`config.mk`:
```
export PLATFORM = sky130hd
export DESIGN_NAME = qoi_pixel_encoder
export DESIGN_NICKNAME = d
export VERILOG_FILES = /design/src/qpe_pkg.sv /design/src/qpe_front.sv /design/src/qpe_queue.sv /design/src/qpe_back.sv /design/src/qoi_pixel_encoder.sv
export SDC_FILE = /design/constraint.sdc
export NUM_CORES = 2
export LEC_CHECK = 0
export BUFFER_PORTS_ARGS = -buffer_cell sky130_fd_sc_hd__buf_4
export CAP_MARGIN = 25
export CORE_UTILIZATION = 55
export DETAILED_ROUTE_END_ITERATION = 7
export PLACE_DENSITY = 0.72
export SETUP_SLACK_MARGIN = 0.2
export SKIP_CTS_REPAIR_TIMING = 1
export SLEW_MARGIN = 40
export SYNTH_ARGS = -nofsm -noshare
export SYNTH_HDL_FRONTEND = slang
export SYNTH_SLANG_ARGS = --single-unit
```
`constraint.sdc`:
```
create_clock -name i_clk -period 10.3 [get_ports i_clk]
set_clock_uncertainty 0.05 [all_clocks]
set_input_delay 1.545 -clock i_clk [delete_from_list [all_inputs] [get_ports i_clk]]
set_output_delay 1.545 -clock i_clk [all_outputs]
set_load 0.005 [all_outputs]
```
`src/qpe_pkg.sv`:
```
// qpe_pkg: shared types and constants of the qoi pixel encoder
// used by qpe_front, qpe_queue, qpe_back and qoi_pixel_encoder
package qpe_pkg;

    localparam int QUEUE_DEPTH = 4;
    localparam int QUEUE_AW    = $clog2(QUEUE_DEPTH);

    localparam logic [5:0]  RUN_CAP     = 6'd62;
    localparam logic [7:0]  TAG_RUN     = 8'hC0;
    localparam logic [7:0]  TAG_DIFF    = 8'h40;
    localparam logic [7:0]  TAG_LUMA    = 8'h80;
    localparam logic [7:0]  TAG_RGB     = 8'hFE;
    localparam logic [7:0]  TAG_RGBA    = 8'hFF;
    localparam logic [31:0] PREV_RESET  = 32'h0000_00FF;
    localparam logic [2:0]  CHAN_RESET  = 3'd4;
    localparam logic [2:0]  CHAN_RGB    = 3'd3;

    localparam logic [7:0] END_MARKER [8] = '{
        8'h00, 8'h00, 8'h00, 8'h00, 8'h00, 8'h00, 8'h00, 8'h01
    };

    typedef enum logic [2:0] {
        OP_NONE,
        OP_INDEX,
        OP_DIFF,
        OP_LUMA,
        OP_RGB,
        OP_RGBA
    } t_op;

    typedef struct packed {
        logic       has_run;
        logic [5:0] run_code;
        t_op        op;
        logic [7:0] b0;
        logic [7:0] b1;
        logic [7:0] red;
        logic [7:0] green;
        logic [7:0] blue;
        logic [7:0] alpha;
        logic       last;
    } t_cmd;

    function automatic logic [2:0] op_len(input t_op op);
        logic [2:0] len;
        case (op)
            OP_INDEX: len = 3'd1;
            OP_DIFF:  len = 3'd1;
            OP_LUMA:  len = 3'd2;
            OP_RGB:   len = 3'd4;
            OP_RGBA:  len = 3'd5;
            default:  len = 3'd0;
        endcase
        return len;
    endfunction

endpackage

```
`src/qpe_front.sv`:
```
// qpe_front: accepts pixels, holds previous pixel, run count and color index
// classifies each pixel into a byte request for the queue; depends on qpe_pkg
module qpe_front (
    input  logic          i_clk,
    input  logic          i_rst_n,
    input  logic          i_valid,
    output logic          o_stall,
    input  logic [7:0]    i_red,
    input  logic [7:0]    i_green,
    input  logic [7:0]    i_blue,
    input  logic [7:0]    i_alpha,
    input  logic          i_last_pixel,
    input  logic          i_cfg_valid,
    input  logic [2:0]    i_cfg_data,
    output logic          o_push,
    input  logic          i_push_ready,
    output qpe_pkg::t_cmd o_cmd
);
    import qpe_pkg::*;

    logic [2:0]  r_chan;
    logic        r_a_valid;
    logic [7:0]  r_a_red, r_a_green, r_a_blue, r_a_alpha;
    logic        r_a_last;
    logic [5:0]  r_a_pos;
    logic [31:0] r_prev, n_prev;
    logic [5:0]  r_run, n_run;
    logic [63:0] r_idx_valid;
    logic [31:0] r_mem [64];
    logic [31:0] r_rd_data;
    logic        r_fwd;
    logic [31:0] r_fwd_data;

    logic        accept, fire, same, hit, emit, we;
    logic [7:0]  in_alpha;
    logic [5:0]  in_pos, run_inc;
    logic [31:0] px, entry;
    logic [7:0]  vr, vg, vb, vgr, vgb;
    logic [7:0]  diff_r, diff_g, diff_b, luma_g, luma_r, luma_b;
    logic        small_diff, luma_ok;
    t_cmd        cmd;

    assign in_alpha = (r_chan == CHAN_RGB) ? 8'hFF : i_alpha;
    assign in_pos   = i_red[5:0] * 6'd3 + i_green[5:0] * 6'd5
                    + i_blue[5:0] * 6'd7 + in_alpha[5:0] * 6'd11;

    assign px      = {r_a_red, r_a_green, r_a_blue, r_a_alpha};
    assign same    = (px == r_prev);
    assign run_inc = r_run + 6'd1;
    assign entry   = r_idx_valid[r_a_pos] ? (r_fwd ? r_fwd_data : r_rd_data) : 32'h0;
    assign hit     = (entry == px);

    assign vr  = r_a_red   - r_prev[31:24];
    assign vg  = r_a_green - r_prev[23:16];
    assign vb  = r_a_blue  - r_prev[15:8];
    assign vgr = vr - vg;
    assign vgb = vb - vg;

    // offset by bias so the signed ranges become unsigned compares
    assign diff_r = vr + 8'd2;
    assign diff_g = vg + 8'd2;
    assign diff_b = vb + 8'd2;
    assign luma_g = vg + 8'd32;
    assign luma_r = vgr + 8'd8;
    assign luma_b = vgb + 8'd8;

    assign small_diff = (diff_r < 8'd4) && (diff_g < 8'd4) && (diff_b < 8'd4);
    assign luma_ok    = (luma_g < 8'd64) && (luma_r < 8'd16) && (luma_b < 8'd16);

    always_comb begin
        cmd          = '0;
        cmd.red      = r_a_red;
        cmd.green    = r_a_green;
        cmd.blue     = r_a_blue;
        cmd.alpha    = r_a_alpha;
        cmd.last     = r_a_last;
        cmd.op       = OP_NONE;
        n_run        = 6'd0;
        if (same) begin
            if (run_inc == RUN_CAP || r_a_last) begin
                cmd.has_run  = 1'b1;
                cmd.run_code = r_run;
            end else begin
                n_run = run_inc;
            end
        end else begin
            cmd.has_run  = (r_run != 6'd0);
            cmd.run_code = r_run - 6'd1;
            if (hit) begin
                cmd.op = OP_INDEX;
                cmd.b0 = {2'b00, r_a_pos};
            end else if (r_a_alpha == r_prev[7:0]) begin
                if (small_diff) begin
                    cmd.op = OP_DIFF;
                    cmd.b0 = TAG_DIFF | {2'b00, diff_r[1:0], diff_g[1:0], diff_b[1:0]};
                end else if (luma_ok) begin
                    cmd.op = OP_LUMA;
                    cmd.b0 = TAG_LUMA | {2'b00, luma_g[5:0]};
                    cmd.b1 = {luma_r[3:0], luma_b[3:0]};
                end else begin
                    cmd.op = OP_RGB;
                    cmd.b0 = TAG_RGB;
                end
            end else begin
                cmd.op = OP_RGBA;
                cmd.b0 = TAG_RGBA;
            end
        end
        if (r_a_last) begin
            n_run  = 6'd0;
            n_prev = PREV_RESET;
        end else begin
            n_prev = px;
        end
    end

    assign emit    = cmd.has_run || (cmd.op != OP_NONE) || r_a_last;
    assign fire    = r_a_valid && (!emit || i_push_ready);
    assign o_stall = r_a_valid && !fire;
    assign accept  = i_valid && !o_stall;
    assign we      = fire && !same;
    assign o_push  = r_a_valid && emit;
    assign o_cmd   = cmd;

    always_ff @(posedge i_clk) begin
        if (!i_rst_n) begin
            r_chan      <= CHAN_RESET;
            r_a_valid   <= 1'b0;
            r_prev      <= PREV_RESET;
            r_run       <= 6'd0;
            r_idx_valid <= '0;
        end else begin
            if (i_cfg_valid) begin
                r_chan <= i_cfg_data;
            end
            if (accept) begin
                r_a_valid <= 1'b1;
            end else if (fire) begin
                r_a_valid <= 1'b0;
            end
            if (fire) begin
                r_prev <= n_prev;
                r_run  <= n_run;
                if (r_a_last) begin
                    r_idx_valid <= '0;
                end else if (we) begin
                    r_idx_valid[r_a_pos] <= 1'b1;
                end
            end
        end
    end

    always_ff @(posedge i_clk) begin
        if (accept) begin
            r_a_red    <= i_red;
            r_a_green  <= i_green;
            r_a_blue   <= i_blue;
            r_a_alpha  <= in_alpha;
            r_a_last   <= i_last_pixel;
            r_a_pos    <= in_pos;
            r_rd_data  <= r_mem[in_pos];
            r_fwd      <= we && (r_a_pos == in_pos);
            r_fwd_data <= px;
        end
        if (we) begin
            r_mem[r_a_pos] <= px;
        end
    end

endmodule

```
`src/qpe_queue.sv`:
```
// qpe_queue: short request queue between front and back of the encoder
// depends on qpe_pkg for the request type and depth
module qpe_queue (
    input  logic          i_clk,
    input  logic          i_rst_n,
    input  logic          i_push,
    output logic          o_push_ready,
    input  qpe_pkg::t_cmd i_cmd,
    output logic          o_valid,
    input  logic          i_pop,
    output qpe_pkg::t_cmd o_cmd
);
    import qpe_pkg::*;

    t_cmd                r_slot [QUEUE_DEPTH];
    logic [QUEUE_AW-1:0] r_wr_ptr, r_rd_ptr;
    logic [QUEUE_AW:0]   r_count;
    logic                push, pop;

    assign o_push_ready = (r_count != (QUEUE_AW+1)'(QUEUE_DEPTH));
    assign o_valid      = (r_count != '0);
    assign o_cmd        = r_slot[r_rd_ptr];
    assign push         = i_push && o_push_ready;
    assign pop          = i_pop && o_valid;

    always_ff @(posedge i_clk) begin
        if (!i_rst_n) begin
            r_wr_ptr <= '0;
            r_rd_ptr <= '0;
            r_count  <= '0;
        end else begin
            if (push) begin
                r_wr_ptr <= r_wr_ptr + QUEUE_AW'(1);
            end
            if (pop) begin
                r_rd_ptr <= r_rd_ptr + QUEUE_AW'(1);
            end
            if (push && !pop) begin
                r_count <= r_count + (QUEUE_AW+1)'(1);
            end else if (pop && !push) begin
                r_count <= r_count - (QUEUE_AW+1)'(1);
            end
        end
    end

    always_ff @(posedge i_clk) begin
        if (push) begin
            r_slot[r_wr_ptr] <= i_cmd;
        end
    end

endmodule

```
`src/qpe_back.sv`:
```
// qpe_back: walks one queued request into code bytes, one byte per cycle while
// the output is not stalled; holds the output register; depends on qpe_pkg
module qpe_back (
    input  logic          i_clk,
    input  logic          i_rst_n,
    input  logic          i_cmd_valid,
    input  qpe_pkg::t_cmd i_cmd,
    output logic          o_pop,
    output logic          o_valid,
    input  logic          i_stall,
    output logic [7:0]    o_code_byte,
    output logic          o_last_of_pixel,
    output logic          o_end_of_stream
);
    import qpe_pkg::*;

    logic [3:0] r_idx;
    logic       r_valid;
    logic [7:0] r_byte;
    logic       r_lop, r_eos;

    logic       load, final_byte;
    logic [2:0] len;
    logic [3:0] total, jr, mk;
    logic [7:0] cur_byte;

    assign len        = op_len(i_cmd.op);
    assign total      = {3'b000, i_cmd.has_run} + {1'b0, len} + (i_cmd.last ? 4'd8 : 4'd0);
    assign jr         = r_idx - {3'b000, i_cmd.has_run};
    assign mk         = jr - {1'b0, len};
    assign final_byte = (r_idx == total - 4'd1);
    assign load       = i_cmd_valid && (!r_valid || !i_stall);
    assign o_pop      = load && final_byte;

    always_comb begin
        if (i_cmd.has_run && r_idx == 4'd0) begin
            cur_byte = TAG_RUN | {2'b00, i_cmd.run_code};
        end else if (jr < {1'b0, len}) begin
            case (jr[2:0])
                3'd0:    cur_byte = i_cmd.b0;
                3'd1:    cur_byte = (i_cmd.op == OP_LUMA) ? i_cmd.b1 : i_cmd.red;
                3'd2:    cur_byte = i_cmd.green;
                3'd3:    cur_byte = i_cmd.blue;
                3'd4:    cur_byte = i_cmd.alpha;
                default: cur_byte = 8'h00;
            endcase
        end else begin
            cur_byte = END_MARKER[mk[2:0]];
        end
    end

    always_ff @(posedge i_clk) begin
        if (!i_rst_n) begin
            r_idx   <= 4'd0;
            r_valid <= 1'b0;
        end else begin
            r_valid <= load || (r_valid && i_stall);
            if (load) begin
                r_idx <= final_byte ? 4'd0 : r_idx + 4'd1;
            end
        end
    end

    always_ff @(posedge i_clk) begin
        if (load) begin
            r_byte <= cur_byte;
            r_lop  <= final_byte;
            r_eos  <= final_byte && i_cmd.last;
        end
    end

    assign o_valid         = r_valid;
    assign o_code_byte     = r_byte;
    assign o_last_of_pixel = r_lop;
    assign o_end_of_stream = r_eos;

endmodule

```
`src/qoi_pixel_encoder.sv`:
```
// qoi_pixel_encoder: top level, front classifier, request queue, byte back end
// depends on qpe_pkg, qpe_front, qpe_queue, qpe_back
//
//  channel   handshake              payload
//  pixel in  i_valid / o_stall      i_red i_green i_blue i_alpha i_last_pixel
//  bytes out o_valid / i_stall      o_code_byte o_last_of_pixel o_end_of_stream
//  config    i_cfg_valid / o_cfg_ready  i_cfg_data (channel count)
//
// a pixel is taken every cycle while the four-entry queue has room; the front
// reads the color index at accept and classifies in the next cycle, so the first
// byte of a pixel then passes a queue slot and the output register on its way out
// the back end sends one byte per cycle while the output is not stalled, so a
// pixel costs 0 to 14 bytes and the byte count sets the sustained rate
// synchronous active-low reset clears the color index valid bits at once
// either side may stall; the queue and the output register absorb it
module qoi_pixel_encoder (
    input  logic       i_clk,
    input  logic       i_rst_n,
    input  logic       i_valid,
    output logic       o_stall,
    input  logic [7:0] i_red,
    input  logic [7:0] i_green,
    input  logic [7:0] i_blue,
    input  logic [7:0] i_alpha,
    input  logic       i_last_pixel,
    output logic       o_valid,
    input  logic       i_stall,
    output logic [7:0] o_code_byte,
    output logic       o_last_of_pixel,
    output logic       o_end_of_stream,
    input  logic       i_cfg_valid,
    output logic       o_cfg_ready,
    input  logic [2:0] i_cfg_data
);
    import qpe_pkg::*;

    logic push, push_ready, q_valid, pop;
    t_cmd f_cmd, q_cmd;

    assign o_cfg_ready = 1'b1;

    qpe_front u_front (
        .i_clk        (i_clk),
        .i_rst_n      (i_rst_n),
        .i_valid      (i_valid),
        .o_stall      (o_stall),
        .i_red        (i_red),
        .i_green      (i_green),
        .i_blue       (i_blue),
        .i_alpha      (i_alpha),
        .i_last_pixel (i_last_pixel),
        .i_cfg_valid  (i_cfg_valid),
        .i_cfg_data   (i_cfg_data),
        .o_push       (push),
        .i_push_ready (push_ready),
        .o_cmd        (f_cmd)
    );

    qpe_queue u_queue (
        .i_clk        (i_clk),
        .i_rst_n      (i_rst_n),
        .i_push       (push),
        .o_push_ready (push_ready),
        .i_cmd        (f_cmd),
        .o_valid      (q_valid),
        .i_pop        (pop),
        .o_cmd        (q_cmd)
    );

    qpe_back u_back (
        .i_clk           (i_clk),
        .i_rst_n         (i_rst_n),
        .i_cmd_valid     (q_valid),
        .i_cmd           (q_cmd),
        .o_pop           (pop),
        .o_valid         (o_valid),
        .i_stall         (i_stall),
        .o_code_byte     (o_code_byte),
        .o_last_of_pixel (o_last_of_pixel),
        .o_end_of_stream (o_end_of_stream)
    );

endmodule
```
==> flow_summary.yaml <==
timing:
  relSlewSlack_pct: 40.8
  grt_setup_unrepaired: "false"
  fin_tns_setup_ns: 0
  finalSetupViolCount: 0
  fmax_ghz: 0.144
  worst_pin_slew_ns: 0.883
  setup_ws_ns: 3.33
  finalMaxSlewViolations: 0
  period_needed_ns: 6.97
  finalCritPeriodShare_pct: 67.7
  whs_ns: 0.407
  hold_violations: 0
floorplanning:
  die_w_um: 430
  die_h_um: 430
  ioPinCount: 54
  rows: 156
  core_area_um2: 182000
  die-area_um2: 185000
  start_util_pct: 55.6
placed_design:
  hpwl_mm: 141
  io_buffer_count: 52
  place_ws_ns: 2.40
  place.gp.congestion: 0.874
clock_tree:
  cts_tree: "yes"
  htree_levels: 4
  clkTransAtPathRegs_ns: 0.06
  insertion_delay_ns: 0.92
  cts_sinks: 2518
  cts_root_buffer: "clkbuf_16"
  numCtsBuffers: 237
  cts_buffer_depth: 3
critical_path:
  crit_type: "in2reg"
  r2r_start: "u_front.r_chan[0]$_SDFFE_PN0P_"
  worstRegToRegCells: 16
  worstSetupStartpointType: "input port"
  end_kind: "flip-flop"
  critPathMaxFanout: 42
  r2r_slack_ns: 3.59
  critPathArrivalTime_ns: 7.52
  critical_path_required_ns: 10.85
  cp.depth: 17
  reg2reg_to: "u_front.r_rd_data[7]$_DFFE_PP_"
  crit_end: "u_front.r_rd_data[7]$_DFFE_PP_"
  cpMaxStageDelayCell: "fa_4"
  cp-startpoint: "i_blue[0]"
  path_delay_family: "adder cells"
  crit_buf_inv: 7
  critPathMaxStageDelay_ns: 1.20
  crit_chain: "buf_4, inv_1, fa_1, inv_1, ha_1, fa_1, inv_1, fa_1, fa_1, inv_1, ha_4, fa_4, buf_12, buf_12, mux4_2, mux2i_1, a21oi_1"
synthesis:
  async_flop_share_pct: 0
  ys_warn_count: 0
  synth.top_cell.area_share_pct: 71.4
  syn-instance-count: 4922
  syn_area_per_cell_um2: 20.5
  ys_seq_elements: 2518
  synthesis.area_um2: 101000
  synth.distinct_cells: 95
  syn_nets: 5078
  synth_ff_type: "edfxtp_1"
  yosysSeqAreaShare_pct: 73.8
  synthTopCellsByArea: "edfxtp_1, mux4_2, dfxtp_1, mux2i_1, ha_1"
  synth-edff-count: 2398
  yosys.area.top_type: "edfxtp_1"
detailed_routing:
  postRouteAntennaNets: 0
  wirelength_mm: 257
  via_count: 51400
  drc: 0
  wl_per_cell_um: 33.3
  dr.pass1.iters: 6
  drt_iter0_markers: 7338
  via_per_inst: 6.67
global_route:
  grt_pass1_wl_mm: 367
  overflow: 0
  grt_max_degree: 118
  grt.total_usage_pct: 28.0
  grt_pass1_vias: 50600
  antenna_found_initial: 3
layout:
  n_fill_cell: 12200
  nNetsFinal: 5299
  multiInputGateArea_um2: 25800
  seqCellArea_um2: 74400
  syn2layout_area_growth_pct: 12.4
  layout-drive-gt1-share_pct: 26.1
power_and_ir_drop:
  peakVddDrop_uv: 1170
  power_density_nw_per_um2: 298
  leakagePower_nw: 36.0
worst_hold_path:
  hp-class: "reg2reg"
run:
  maxCapViolCount: 0
outcome:
  outcome: "complete, no violations"
-- cell usage after synthesis, types with 5 or more instances --
cell and instances:
mux2_2 11, and3_1 5, mux4_2 699, a22o_1 9, o21ai_0 43, a22oi_1 15
nor4b_1 5, nand4_1 20, o211ai_1 8, o22ai_1 10, buf_1 67, dfxtp_1 120
nor2b_1 59, clkbuf_1 144, nand3b_1 5, a211oi_1 39, buf_2 21, a2111oi_0 7
nand3_1 36, a211o_1 5, mux2i_1 111, xor2_1 24, o31ai_1 5, fa_1 30
a21o_1 13, a21boi_0 5, inv_1 115, nand2b_1 22, ha_1 85, xnor2_1 62
nor2_1 211, and2_1 26, nor4_1 18, o21a_1 9, nor3b_1 12, a31oi_1 12
edfxtp_1 2398, or3b_2 5, a21oi_1 164, nor3_1 25, nand2_1 149, or2_2 6
o221ai_1 5
-- layout make-up --
class / instances / area share (%)
flip-flops and latches: 2518 / 65.6
multi-input cells: 2050 / 22.7
clock buffers: 291 / 5.47
well taps: 2370 / 2.61
repair buffers: 220 / 1.86
clock inverters: 149 / 1.35
inverters: 116 / 0.384
diodes: 2 / 0.00441
-- cells by family (layout without fill, tap and decap cells) --
group | count (synthesis) | count (layout) | synth area share, %
flip-flops | 2518 | 2518 | 73.8
adder cells (fa/ha/maj) | 115 | 115 | 1.65
other | 1 | 3 | 0.00372
AND/OR/NAND/NOR | 630 | 630 | 3.05
buffers and inverters | 354 | 776 | 1.37
multiplexers | 822 | 822 | 16.8
XOR/XNOR | 90 | 90 | 0.823
AO/OA/AOI/OAI | 392 | 392 | 2.52
-- worst register-to-register path, cell delays in order (launching register included) --
cell and delay (ns):
dfxtp_1 0.34, nand2_1 0.07, or2_2 0.35, nand2b_1 0.25, ha_1 0.29, ha_1 0.33
fa_1 0.55, inv_1 0.05, fa_1 0.48, inv_1 0.05, fa_1 0.48, fa_4 1.16
buf_12 0.45, buf_12 0.44, mux4_2 0.61, mux2i_1 0.39, a21oi_1 0.13
-- power breakdown --
| part | internal [W] | switching, W |
|---|---|---|
| Combinational | 0.00525 | 0.00773 |
| Clock | 0.00482 | 0.00382 |
| Sequential | 0.0120 | 0.000230 |
-- metrics by stage --
stage | power (W) | util (%) | instance area (um2) | cells
2_1_floorplan | 0.0206 | - | 101000 | 4922
3_3_place_gp | 0.0249 | 58.0 | 105000 | 7261
3_5_place_dp | 0.0251 | 58.1 | 106000 | 7271
4_1_cts | 0.0337 | 62.4 | 113000 | 7711
5_1_grt | 0.0349 | 62.5 | 113000 | 7714
6_report | 0.0338 | 62.5 | 113000 | 7716
-- worst min path at each step --
| stage | end | slack [ns] | startpoint | depth (start not counted) |
|---|---|---|---|---|
| global placement | u_front.r_idx_valid[8]$_SDFFE_PN0P_ | 0.39 | u_front.r_idx_valid[8]$_SDFFE_PN0P_ | 2 |
| finish | u_front.r_prev[19]$_SDFFE_PN0P_ | 0.41 | u_front.r_prev[19]$_SDFFE_PN0P_ | 2 |
| floorplan | u_front.r_idx_valid[8]$_SDFFE_PN0P_ | 0.38 | u_front.r_idx_valid[8]$_SDFFE_PN0P_ | 2 |
| CTS | u_front.r_prev[14]$_SDFFE_PN0P_ | 0.41 | u_front.r_prev[14]$_SDFFE_PN0P_ | 2 |
| global route | u_front.r_prev[14]$_SDFFE_PN0P_ | 0.42 | u_front.r_prev[14]$_SDFFE_PN0P_ | 2 |
| detailed placement | u_front.r_prev[14]$_SDFFE_PN0P_ | 0.40 | u_front.r_prev[14]$_SDFFE_PN0P_ | 2 |
-- per-layer routing --
layer,track usage (%),routed length [um]
met5,0,0
met4,9.98,9980
met3,5.15,27000
met2,44.4,123000
met1,39.6,96700
-- flip-flops by register name, indices dropped and copies added (netlist names), 4 cells and up, named ones only --
signal	count
u_front.r_mem	2048
u_queue.r_slot	236
u_front.r_idx_valid	64
u_front.r_fwd_data	32
u_front.r_prev	32
u_front.r_rd_data	32
u_back.o_code_byte	8
u_front.r_a_alpha	8
u_front.r_a_blue	8
u_front.r_a_green	8
u_front.r_a_red	8
u_front.r_a_pos	6
u_front.r_run	6
u_back.r_idx	4
-- cell usage in the layout, fill, tap and decap left out, types with 18 or more instances in the layout --
cell,Yosys,routed
inv_1,115,115
nor2_1,211,147
buf_6,1,19
and2_1,26,22
buf_4,3,175
edfxtp_1,2398,2398
xnor2_1,62,61
nand3_1,36,32
mux4_2,699,699
clkbuf_16,0,238
clkbuf_1,144,48
clkinv_2,0,40
fa_1,30,29
a21oi_1,164,163
nand2_1,149,145
clkinv_1,1,54
a211oi_1,39,32
clkinvlp_4,0,18
xor2_1,24,23
bufinv_16,0,21
nor2_4,0,64
nor2b_1,59,58
nor3_1,25,25
nand2b_1,22,21
ha_1,85,82
o21ai_0,43,43
mux2i_1,111,111
nand4_1,20,20
dfxtp_1,120,118
Power figures use the tool's default switching activity.
